--- src/rtl/servo_bus_instruction_packet_framer_macros.svh ---
// Assertion macros shared by the packet framer RTL.
// No dependencies; each file that asserts includes this header.
`ifndef SERVO_BUS_INSTRUCTION_PACKET_FRAMER_MACROS_SVH
`define SERVO_BUS_INSTRUCTION_PACKET_FRAMER_MACROS_SVH

// Same-cycle implication, disabled while reset is high.
`define SBF_ASSERT_IMPL(lbl, clk, rst, ante, cons) \
   lbl: assert property (@(posedge clk) disable iff (rst) (ante) |-> (cons)) \
      else $error("framer assertion failed");

// Next-cycle implication, disabled while reset is high.
`define SBF_ASSERT_NEXT(lbl, clk, rst, ante, cons) \
   lbl: assert property (@(posedge clk) disable iff (rst) (ante) |=> (cons)) \
      else $error("framer assertion failed");

`endif

--- src/rtl/sbf_pkg.sv ---
// Types, codes and the CRC step function of the servo-bus packet framer.
// No dependencies; used by every module of the framer.
package sbf_pkg;

   // Request codes.
   localparam logic [2:0] REQ_PING    = 3'd0;
   localparam logic [2:0] REQ_REBOOT  = 3'd1;
   localparam logic [2:0] REQ_READ    = 3'd2;
   localparam logic [2:0] REQ_WSTART  = 3'd3;
   localparam logic [2:0] REQ_PAYLOAD = 3'd4;
   localparam logic [2:0] REQ_WWORD   = 3'd5;

   // Result status codes.
   localparam logic [1:0] STATUS_OK       = 2'd0;
   localparam logic [1:0] STATUS_TOO_LONG = 2'd1;
   localparam logic [1:0] STATUS_SEQUENCE = 2'd2;

   // Instruction codes placed in the packet.
   localparam logic [7:0] INST_PING   = 8'h01;
   localparam logic [7:0] INST_READ   = 8'h02;
   localparam logic [7:0] INST_WRITE  = 8'h03;
   localparam logic [7:0] INST_REBOOT = 8'h08;

   // Job codes carried from the front end to the byte sequencer.
   localparam logic [2:0] JOB_ERROR   = 3'd0;
   localparam logic [2:0] JOB_PING    = 3'd1;
   localparam logic [2:0] JOB_REBOOT  = 3'd2;
   localparam logic [2:0] JOB_READ    = 3'd3;
   localparam logic [2:0] JOB_WSTART  = 3'd4;
   localparam logic [2:0] JOB_WWORD   = 3'd5;
   localparam logic [2:0] JOB_PAYLOAD = 3'd6;

   // Packet constants.
   localparam logic [7:0]  SYNC_BYTE     = 8'hFF;
   localparam logic [7:0]  SYNC_MARK     = 8'hFD;
   localparam logic [7:0]  SYNC_RESERVED = 8'h00;
   localparam logic [15:0] CRC_POLY      = 16'h8005;
   localparam logic [15:0] LEN_SHORT     = 16'd3;
   localparam logic [15:0] LEN_READ      = 16'd7;
   localparam logic [15:0] LEN_WWORD     = 16'd9;
   localparam logic [15:0] LEN_WRITE_ADD = 16'd5;
   localparam logic [16:0] WRITE_OVERHEAD = 17'd12;
   localparam logic [16:0] WWORD_PACKET   = 17'd16;

   // Data bytes before the CRC for each job.
   localparam logic [4:0] NDATA_SINGLE = 5'd1;
   localparam logic [4:0] NDATA_SHORT  = 5'd8;
   localparam logic [4:0] NDATA_WSTART = 5'd10;
   localparam logic [4:0] NDATA_READ   = 5'd12;
   localparam logic [4:0] NDATA_WWORD  = 5'd14;
   localparam logic [4:0] CRC_BYTES    = 5'd2;

   // Queue between the front end and the sequencer.
   localparam int unsigned QUEUE_DEPTH = 4;
   localparam int unsigned QUEUE_PTR_W = $clog2(QUEUE_DEPTH);

   typedef struct packed {
      logic [2:0]  kind;
      logic [1:0]  status;
      logic        crc_tail;
      logic [7:0]  servo_id;
      logic [15:0] reg_addr;
      logic [15:0] count;
      logic [7:0]  payload_byte;
      logic [31:0] data_word;
   } job_type;

   // One byte of CRC-16, MSB first, no reflection.
   function automatic logic [15:0] crc_byte(logic [15:0] c, logic [7:0] b);
      logic [15:0] r;
      r = c ^ {b, 8'h00};
      for (int k = 0; k < 8; k++) begin
         if (r[15]) begin
            r = {r[14:0], 1'b0} ^ CRC_POLY;
         end else begin
            r = {r[14:0], 1'b0};
         end
      end
      return r;
   endfunction

endpackage

--- src/rtl/sbf_front.sv ---
// Front end of the packet framer: accepts requests, checks sequence and length.
// Depends on sbf_pkg; feeds jobs to sbf_queue.
module sbf_front #(
   parameter int unsigned MAX_PACKET = 128
) (
   input  logic             clock,
   input  logic             reset,
   input  logic             req_valid,
   output logic             req_ready,
   input  logic [2:0]       req_type,
   input  logic [7:0]       req_servo_id,
   input  logic [15:0]      req_reg_addr,
   input  logic [15:0]      req_count,
   input  logic [7:0]       req_payload_byte,
   input  logic [31:0]      req_data_word,
   output logic             push_valid,
   output sbf_pkg::job_type push_job,
   input  logic             queue_full
);
   import sbf_pkg::*;

   logic       write_open_ff, write_open_in;
   logic [6:0] payload_left_ff, payload_left_in;
   logic [6:0] left_dec;
   logic [16:0] write_size;
   logic       req_xfer;

   // A request is taken whenever the queue has room.
   assign req_ready  = !queue_full;
   assign req_xfer   = req_valid && !queue_full;
   assign push_valid = req_xfer;

   assign left_dec   = payload_left_ff - 7'd1;
   assign write_size = {1'b0, req_count} + WRITE_OVERHEAD;

   // Classify the request against the open-write state.
   always_comb begin
      push_job.kind         = JOB_ERROR;
      push_job.status       = STATUS_SEQUENCE;
      push_job.crc_tail     = 1'b0;
      push_job.servo_id     = req_servo_id;
      push_job.reg_addr     = req_reg_addr;
      push_job.count        = req_count;
      push_job.payload_byte = req_payload_byte;
      push_job.data_word    = req_data_word;
      write_open_in         = write_open_ff;
      payload_left_in       = payload_left_ff;
      priority if (req_type == REQ_PAYLOAD) begin
         if (write_open_ff) begin
            push_job.kind     = JOB_PAYLOAD;
            push_job.status   = STATUS_OK;
            push_job.crc_tail = (left_dec == 7'd0);
            payload_left_in   = left_dec;
            if (left_dec == 7'd0) begin
               write_open_in = 1'b0;
            end
         end
      end else if (write_open_ff) begin
         // Any other request during a write is refused; the write stays open.
         push_job.kind = JOB_ERROR;
      end else begin
         unique case (req_type)
            REQ_PING: begin
               push_job.kind     = JOB_PING;
               push_job.status   = STATUS_OK;
               push_job.crc_tail = 1'b1;
            end
            REQ_REBOOT: begin
               push_job.kind     = JOB_REBOOT;
               push_job.status   = STATUS_OK;
               push_job.crc_tail = 1'b1;
            end
            REQ_READ: begin
               push_job.kind     = JOB_READ;
               push_job.status   = STATUS_OK;
               push_job.crc_tail = 1'b1;
            end
            REQ_WSTART: begin
               if (write_size > 17'(MAX_PACKET)) begin
                  push_job.status = STATUS_TOO_LONG;
               end else begin
                  push_job.kind     = JOB_WSTART;
                  push_job.status   = STATUS_OK;
                  push_job.crc_tail = (req_count == 16'd0);
                  if (req_count != 16'd0) begin
                     write_open_in   = 1'b1;
                     payload_left_in = req_count[6:0];
                  end
               end
            end
            REQ_WWORD: begin
               if (WWORD_PACKET > 17'(MAX_PACKET)) begin
                  push_job.status = STATUS_TOO_LONG;
               end else begin
                  push_job.kind     = JOB_WWORD;
                  push_job.status   = STATUS_OK;
                  push_job.crc_tail = 1'b1;
               end
            end
            default: begin
               push_job.kind = JOB_ERROR;
            end
         endcase
      end
   end

   // Write sequencing state.
   always_ff @(posedge clock) begin
      if (reset) begin
         write_open_ff   <= 1'b0;
         payload_left_ff <= 7'd0;
      end else if (req_xfer) begin
         write_open_ff   <= write_open_in;
         payload_left_ff <= payload_left_in;
      end
   end

endmodule

--- src/rtl/sbf_queue.sv ---
// Four-entry job queue between the framer front end and byte sequencer.
// Depends on sbf_pkg.
module sbf_queue (
   input  logic             clock,
   input  logic             reset,
   input  logic             push_valid,
   input  sbf_pkg::job_type push_job,
   output logic             queue_full,
   input  logic             pop,
   output logic             head_valid,
   output sbf_pkg::job_type head_job
);
   import sbf_pkg::*;

   job_type                mem_ff [QUEUE_DEPTH];
   logic [QUEUE_PTR_W-1:0] wr_ptr_ff, rd_ptr_ff;
   logic [QUEUE_PTR_W:0]   fill_ff, fill_in;

   assign queue_full = (fill_ff == (QUEUE_PTR_W+1)'(QUEUE_DEPTH));
   assign head_valid = (fill_ff != '0);
   assign head_job   = mem_ff[rd_ptr_ff];

   // Fill level follows pushes and pops.
   always_comb begin
      fill_in = fill_ff;
      if (push_valid && !pop) begin
         fill_in = fill_ff + 1'b1;
      end else if (pop && !push_valid) begin
         fill_in = fill_ff - 1'b1;
      end
   end

   // Pointers and level.
   always_ff @(posedge clock) begin
      if (reset) begin
         wr_ptr_ff <= '0;
         rd_ptr_ff <= '0;
         fill_ff   <= '0;
      end else begin
         if (push_valid) begin
            wr_ptr_ff <= wr_ptr_ff + 1'b1;
         end
         if (pop) begin
            rd_ptr_ff <= rd_ptr_ff + 1'b1;
         end
         fill_ff <= fill_in;
      end
   end

   // Entry storage.
   always_ff @(posedge clock) begin
      if (push_valid) begin
         mem_ff[wr_ptr_ff] <= push_job;
      end
   end

endmodule

--- src/rtl/sbf_back.sv ---
// Byte sequencer of the packet framer: expands jobs into packet bytes and CRC.
// Depends on sbf_pkg and the framer macro header; reads jobs from sbf_queue.
module sbf_back (
   input  logic             clock,
   input  logic             reset,
   input  logic             head_valid,
   input  sbf_pkg::job_type head_job,
   output logic             pop,
   output logic             rsp_valid,
   input  logic             rsp_ready,
   output logic [7:0]       rsp_out_byte,
   output logic             rsp_end_of_packet,
   output logic [1:0]       rsp_status
);
   import sbf_pkg::*;
`include "servo_bus_instruction_packet_framer_macros.svh"

   logic [3:0]  idx_ff, idx_in;
   logic [15:0] crc_ff, crc_in, crc_base;
   logic        rsp_valid_ff;
   logic [7:0]  rsp_byte_ff, byte_in;
   logic        rsp_eop_ff, eop_in;
   logic [1:0]  rsp_status_ff;
   logic [4:0]  ndata, total;
   logic [15:0] pkt_len;
   logic [7:0]  inst, data_byte;
   logic        is_head, last, advance;

   // Shape of the packet for the job at the head of the queue.
   always_comb begin
      ndata   = NDATA_SINGLE;
      pkt_len = LEN_SHORT;
      inst    = INST_PING;
      is_head = 1'b1;
      unique case (head_job.kind)
         JOB_PING: begin
            ndata = NDATA_SHORT;
         end
         JOB_REBOOT: begin
            ndata = NDATA_SHORT;
            inst  = INST_REBOOT;
         end
         JOB_READ: begin
            ndata   = NDATA_READ;
            pkt_len = LEN_READ;
            inst    = INST_READ;
         end
         JOB_WSTART: begin
            ndata   = NDATA_WSTART;
            pkt_len = head_job.count + LEN_WRITE_ADD;
            inst    = INST_WRITE;
         end
         JOB_WWORD: begin
            ndata   = NDATA_WWORD;
            pkt_len = LEN_WWORD;
            inst    = INST_WRITE;
         end
         default: begin
            is_head = 1'b0;
         end
      endcase
   end

   assign total    = ndata + (head_job.crc_tail ? CRC_BYTES : 5'd0);
   assign last     = ({1'b0, idx_ff} == (total - 5'd1));
   assign crc_base = (idx_ff == 4'd0 && is_head) ? 16'd0 : crc_ff;
   assign advance  = head_valid && (!rsp_valid_ff || rsp_ready);
   assign pop      = advance && last;

   // Data byte at the current position of the packet.
   always_comb begin
      if (head_job.kind == JOB_PAYLOAD) begin
         data_byte = head_job.payload_byte;
      end else begin
         unique case (idx_ff)
            4'd0:    data_byte = SYNC_BYTE;
            4'd1:    data_byte = SYNC_BYTE;
            4'd2:    data_byte = SYNC_MARK;
            4'd3:    data_byte = SYNC_RESERVED;
            4'd4:    data_byte = head_job.servo_id;
            4'd5:    data_byte = pkt_len[7:0];
            4'd6:    data_byte = pkt_len[15:8];
            4'd7:    data_byte = inst;
            4'd8:    data_byte = head_job.reg_addr[7:0];
            4'd9:    data_byte = head_job.reg_addr[15:8];
            4'd10:   data_byte = (head_job.kind == JOB_READ) ? head_job.count[7:0]
                                                              : head_job.data_word[7:0];
            4'd11:   data_byte = (head_job.kind == JOB_READ) ? head_job.count[15:8]
                                                              : head_job.data_word[15:8];
            4'd12:   data_byte = head_job.data_word[23:16];
            default: data_byte = head_job.data_word[31:24];
         endcase
      end
   end

   // Output byte and CRC update: refusal, data byte, CRC low, CRC high.
   always_comb begin
      byte_in = data_byte;
      eop_in  = 1'b0;
      crc_in  = crc_ff;
      priority if (head_job.kind == JOB_ERROR) begin
         byte_in = 8'h00;
      end else if ({1'b0, idx_ff} < ndata) begin
         crc_in = crc_byte(crc_base, data_byte);
      end else if ({1'b0, idx_ff} == ndata) begin
         byte_in = crc_ff[7:0];
      end else begin
         byte_in = crc_ff[15:8];
         eop_in  = 1'b1;
         crc_in  = 16'd0;
      end
   end

   assign idx_in = last ? 4'd0 : idx_ff + 4'd1;

   // Sequencer control and output valid.
   always_ff @(posedge clock) begin
      if (reset) begin
         idx_ff       <= 4'd0;
         crc_ff       <= 16'd0;
         rsp_valid_ff <= 1'b0;
      end else if (advance) begin
         idx_ff       <= idx_in;
         crc_ff       <= crc_in;
         rsp_valid_ff <= 1'b1;
      end else if (rsp_ready) begin
         rsp_valid_ff <= 1'b0;
      end
   end

   // Output register payload.
   always_ff @(posedge clock) begin
      if (advance) begin
         rsp_byte_ff   <= byte_in;
         rsp_eop_ff    <= eop_in;
         rsp_status_ff <= head_job.status;
      end
   end

   assign rsp_valid         = rsp_valid_ff;
   assign rsp_out_byte      = rsp_byte_ff;
   assign rsp_end_of_packet = rsp_eop_ff;
   assign rsp_status        = rsp_status_ff;

   // A job part-way through its bytes stays at the head of the queue.
   `SBF_ASSERT_IMPL(a_busy_has_job, clock, reset, idx_ff != 4'd0, head_valid)
   // The last byte of a job returns the sequencer to the start position.
   `SBF_ASSERT_NEXT(a_last_rewinds, clock, reset, advance && last, idx_ff == 4'd0)
   // Other bytes step the position by one.
   `SBF_ASSERT_NEXT(a_step_by_one, clock, reset, advance && !last,
                    idx_ff == $past(idx_ff) + 4'd1)

endmodule

--- src/rtl/servo_bus_instruction_packet_framer.sv ---
// Top level of the servo-bus instruction packet framer.
// Depends on sbf_pkg, sbf_front, sbf_queue and sbf_back.
//
//   Channel   Direction  Handshake             Payload
//   req_      in         req_valid/req_ready   type, servo id, address, count, byte, word
//   rsp_      out        rsp_valid/rsp_ready   packet byte, end of packet, status
//
// The sequencer sends one packet byte per cycle unless the output stalls: ping and reboot
// packets are 10 bytes, read 14, write word 16, write start 10 (12 for an empty write),
// a payload byte 1 (3 for the last one) and a refused request 1; the byte sequencer sets this.
// Requests are taken every cycle while the four-entry job queue has room.
// Synchronous reset clears the write state, queue and sequencer.
// A stalled output holds its byte and halts the sequencer; the queue keeps taking
// requests until it is full, and then req_ready falls.
module servo_bus_instruction_packet_framer #(
   parameter int unsigned MAX_PACKET = 128
) (
   input  logic        clock,
   input  logic        reset,
   input  logic        req_valid,
   output logic        req_ready,
   input  logic [2:0]  req_type,
   input  logic [7:0]  req_servo_id,
   input  logic [15:0] req_reg_addr,
   input  logic [15:0] req_count,
   input  logic [7:0]  req_payload_byte,
   input  logic [31:0] req_data_word,
   output logic        rsp_valid,
   input  logic        rsp_ready,
   output logic [7:0]  rsp_out_byte,
   output logic        rsp_end_of_packet,
   output logic [1:0]  rsp_status
);
   import sbf_pkg::*;

   logic    push_valid, queue_full, head_valid, pop;
   job_type push_job, head_job;

   // Request classification and write sequencing.
   sbf_front #(.MAX_PACKET(MAX_PACKET)) u_front (
      .clock            (clock),
      .reset            (reset),
      .req_valid        (req_valid),
      .req_ready        (req_ready),
      .req_type         (req_type),
      .req_servo_id     (req_servo_id),
      .req_reg_addr     (req_reg_addr),
      .req_count        (req_count),
      .req_payload_byte (req_payload_byte),
      .req_data_word    (req_data_word),
      .push_valid       (push_valid),
      .push_job         (push_job),
      .queue_full       (queue_full)
   );

   // Job queue.
   sbf_queue u_queue (
      .clock      (clock),
      .reset      (reset),
      .push_valid (push_valid),
      .push_job   (push_job),
      .queue_full (queue_full),
      .pop        (pop),
      .head_valid (head_valid),
      .head_job   (head_job)
   );

   // Byte sequencer and output register.
   sbf_back u_back (
      .clock             (clock),
      .reset             (reset),
      .head_valid        (head_valid),
      .head_job          (head_job),
      .pop               (pop),
      .rsp_valid         (rsp_valid),
      .rsp_ready         (rsp_ready),
      .rsp_out_byte      (rsp_out_byte),
      .rsp_end_of_packet (rsp_end_of_packet),
      .rsp_status        (rsp_status)
   );

endmodule

--- config.mk ---
export PLATFORM = sky130hd
export DESIGN_NAME = servo_bus_instruction_packet_framer
export DESIGN_NICKNAME = d
export VERILOG_FILES = /design/src/rtl/sbf_pkg.sv /design/src/rtl/sbf_front.sv /design/src/rtl/sbf_queue.sv /design/src/rtl/sbf_back.sv /design/src/rtl/servo_bus_instruction_packet_framer.sv
export VERILOG_INCLUDE_DIRS = /design/src /design/src/rtl
export SDC_FILE = /design/constraint.sdc
export NUM_CORES = 1
export LEC_CHECK = 0
export BUFFER_PORTS_ARGS = -buffer_cell sky130_fd_sc_hd__buf_2
export CAP_MARGIN = 5
export CORE_ASPECT_RATIO = 2
export CORE_MARGIN = 2
export CORE_UTILIZATION = 40
export CTS_CLUSTER_DIAMETER = 100
export DETAILED_ROUTE_END_ITERATION = 16
export GPL_TIMING_DRIVEN = 0
export PLACE_DENSITY = 0.56
export SYNTH_ARGS = -nofsm -noshare
export SYNTH_HDL_FRONTEND = slang
export SYNTH_HIERARCHICAL = 1
export SYNTH_SLANG_ARGS = --single-unit
--- constraint.sdc ---
create_clock -name clock -period 5.3 [get_ports clock]
set_input_delay 0 -clock clock [delete_from_list [all_inputs] [get_ports clock]]
set_output_delay 0 -clock clock [all_outputs]
set_load 0.01 [all_outputs]
==> results.py <==
metrics = {
    "grt": {
        "grt_pass1_vias": 10600,
        "grt_max_degree": 51,
        "grt_usage_pct": 18.3,
        "grt_pass1_wl_mm": 63.9,
        "antenna_found_initial": 0,
        "globalRoute.totalOverflow": 0,
    },
    "floorplanning": {
        "floorplan.initialDensity_pct": 40.4,
        "die_y_um": 302,
        "die_width_um": 153,
        "io_pins": 100,
        "die_area_um2": 46100,
        "coreArea_um2": 43900,
        "num_rows": 109,
    },
    "hold_path": {
        "min_path_type": "input port to flip-flop",
        "whs_path_depth": 2,
    },
    "route": {
        "drt_iter0_drc": 538,
        "firstDrtPassIters": 5,
        "vias_per_cell": 5.46,
        "vias": 9989,
        "final_antenna_net_count": 0,
        "drc": 0,
        "wl_per_cell_um": 23.0,
        "drt_wl_total_mm": 42.1,
    },
    "worst_setup_path": {
        "cp-end-kind": "flip-flop",
        "path_cells": "buf_6, buf_12, mux4_2, nand2b_1, ha_1, inv_1, ha_1, fa_1, xnor2_1, a41oi_1, or4_1, nor2_1, inv_1, ha_1, inv_1, fa_1, xor2_1, or3_1, a21oi_1",
        "path_buf_inv": 5,
        "arrival_ns": 5.44,
        "path_depth": 19,
        "worstSetupPathType": "flip-flop to flip-flop",
        "cpMaxStageDelayCell": "mux4_2",
        "cp_top_family": "simple AND/OR/NAND/NOR gates",
        "critical_path.endpoint": "u_queue/fill_ff[2]",
        "r2r_end": "u_queue/fill_ff[2]",
        "worstPathMaxFanout": 10,
        "rr_worst_depth": 19,
        "max_stage_delay_ns": 0.59,
        "reg2reg_slack_ns": 0.31,
        "required_ns": 5.75,
        "critPathLaunchType": "flip-flop",
    },
    "clock_tree": {
        "cts_tree": "done",
        "cts.sinks": 393,
        "clk_pin_slew_ns": 0.06,
        "root_buffer": "clkbuf_16",
        "post_cts_buffers": 0,
        "cts_buffers": 37,
        "htreeDepth": 2,
        "clk_path_buf_depth": 3,
        "clock_latency_ns": 0.54,
    },
    "place": {
        "place_ws_ns": 0.207,
        "dpl_cell_area_um2": 18700,
        "post-dp-hpwl_mm": 29.0,
        "io_buffers": 33,
        "gp_congestion": 0.881,
    },
    "timing": {
        "tns_ns": 0,
        "rsz0062_at_grt": "false",
        "min_period_ns": 4.99,
        "final.setup_skew_ns": 0.0112,
        "finalWorstSetupSlack_ns": 0.311,
        "setup_viol": 0,
        "holdWs_ns": 0.200,
        "tightestPinTransition_ns": 1.06,
        "fmax_mhz": 200,
        "slew_violations": 0,
        "finalHoldViolCount": 0,
        "slew_headroom_pct": 29.0,
        "fin_crit_sh_pct": 94.1,
    },
    "finish": {
        "final_cell_mix": "edfxtp_1 (355), dlygate4sd3_1 (87), mux4_2 (86)",
        "area_growth_pct": 16.8,
        "drive_above_1_share_pct": 25.9,
        "final_common_cell": "edfxtp_1",
        "n_antenna_cell": 0,
        "nFillCells": 3861,
        "final_nets": 1356,
        "final_area_um2": 20700,
    },
    "power_and_ir_drop": {
        "leakage_nw": 7.00,
        "ir_drop_v": 0.000303,
        "powerDensity_nw_per_um2": 470,
    },
    "outcome": {
        "outcome": "finished, final reports clean",
    },
    "logic_synthesis": {
        "synth_cells": 1085,
        "syn_area_um2": 17700,
        "avgSynthCellArea_um2": 16.3,
        "synth-warning-count": 6,
        "yosysSeqAreaShare_pct": 64.4,
        "syn_nets": 1193,
        "yosys_most_used_dff": "edfxtp_1",
        "synth_cell_types": 98,
        "synth-edff-count": 355,
        "ys_async_sr_fraction_pct": 0,
        "yosys_register_bits": 393,
    },
    "run": {
        "drv_cap": 0,
    },
}
[Yosys cell counts (all sizes together), types with 4 or more instances]
master / count / area [um2]
edfxtp: 355 / 10700
buf: 115 / 890
mux4: 86 / 1940
nor2: 57 / 216
nand2: 39 / 146
dfxtp: 38 / 761
a21oi: 28 / 148
inv: 24 / 90.1
xnor2: 24 / 236
o21ai: 23 / 115
mux2i: 22 / 220
ha: 19 / 238
xor2: 19 / 174
a211oi: 18 / 150
a22oi: 16 / 120
nor3: 16 / 96.4
nand3: 15 / 75.1
clkbuf: 14 / 52.6
and2: 8 / 51.3
nand2b: 8 / 50.1
or3: 8 / 55.1
mux2: 7 / 82.6
nand3b: 7 / 56.3
and3b: 6 / 52.6
nor3b: 6 / 50.1
nor4: 6 / 43.8
o221ai: 6 / 52.6
a221oi: 5 / 43.8
and3: 5 / 31.3
nand4: 5 / 31.3
nor2b: 5 / 31.3
a2111oi: 4 / 61.3
a211o: 4 / 36.3
a21o: 4 / 31.3
or4: 4 / 33.8
[repair_timing]
item                       4_1_cts  5_1_grt
hold endpoints to repair       355        0
setup endpoints to repair        0        1
hold buffers                    87        0
gates resized for setup          0        1
[flip-flops by register name (all words and copies together) (netlist names), 2 cells and up, named ones only]
| signal | count |
|---|---|
| u_back/rsp_status | 2 |
| u_front/payload_left_ff | 7 |
| u_back/rsp_out_byte | 8 |
| u_queue/fill_ff | 3 |
| u_back/idx_ff | 4 |
| u_back/crc_ff | 16 |
| u_queue/mem_ff | 344 |
| u_queue/wr_ptr_ff | 2 |
| u_queue/rd_ptr_ff | 2 |
[report_power, final]
part	switching (W)	leakage [nW]	internal, W
clock network	0.00113	0.538	0.00136
registers	0.000120	3.57	0.00390
logic	0.00185	2.89	0.00137
[cell type report]
class	count	area, um2	share of cell area (%)
plain buffers	129	945	4.56
clock buffers	45	966	4.67
multi-input cells	539	5280	25.5
inverters	24	90.1	0.435
repair buffers	124	1150	5.54
clock inverters	21	161	0.780
well taps	555	694	3.35
flip-flops and latches	393	11400	55.2
[worst min-delay path by stage]
stage,endpoint,start
after floorplan,u_queue/mem_ff[0][0],req_data_word[0]
after global placement,u_queue/mem_ff[0][3],req_data_word[3]
after detailed placement,u_queue/mem_ff[2][8],req_data_word[8]
after CTS,u_queue/mem_ff[1][18],req_data_word[18]
after global routing,u_queue/mem_ff[1][56],req_reg_addr[0]
final,u_queue/mem_ff[0][14],req_data_word[14]
[through the flow]
step                      power [W]  util (%)  cells
final                       0.00974      47.1   1830
after global routing         0.0102      47.1   1830
after CTS                   0.00986      47.1   1830
after detailed placement    0.00728      42.6   1677
after global placement      0.00724      42.3   1673
after floorplan             0.00636         -   1085
[routing by layer]
| metal | global-route usage (%) | share of wire [%] |
|---|---|---|
| met5 | 0 | 0 |
| met3 | 2.85 | 4.5 |
| met4 | 6.57 | 3.3 |
| met2 | 33.1 | 53 |
| met1 | 22.1 | 39 |
[logic make-up (layout without fill, tap and decap cells)]
kind of cell               Yosys count  after routing  synth area share (%)
xor gates and xnor gates            45             45                  2.58
buffers and inverters              153            343                  5.82
muxes                              115            115                  12.6
AOI/OAI and AO/OA                  154            154                  6.74
adders and majority gates           21             21                  1.57
and+or+nand+nor                    204            204                  6.21
DFF                                393            393                  64.4
Note: power is estimated with default switching activity, not from simulation.
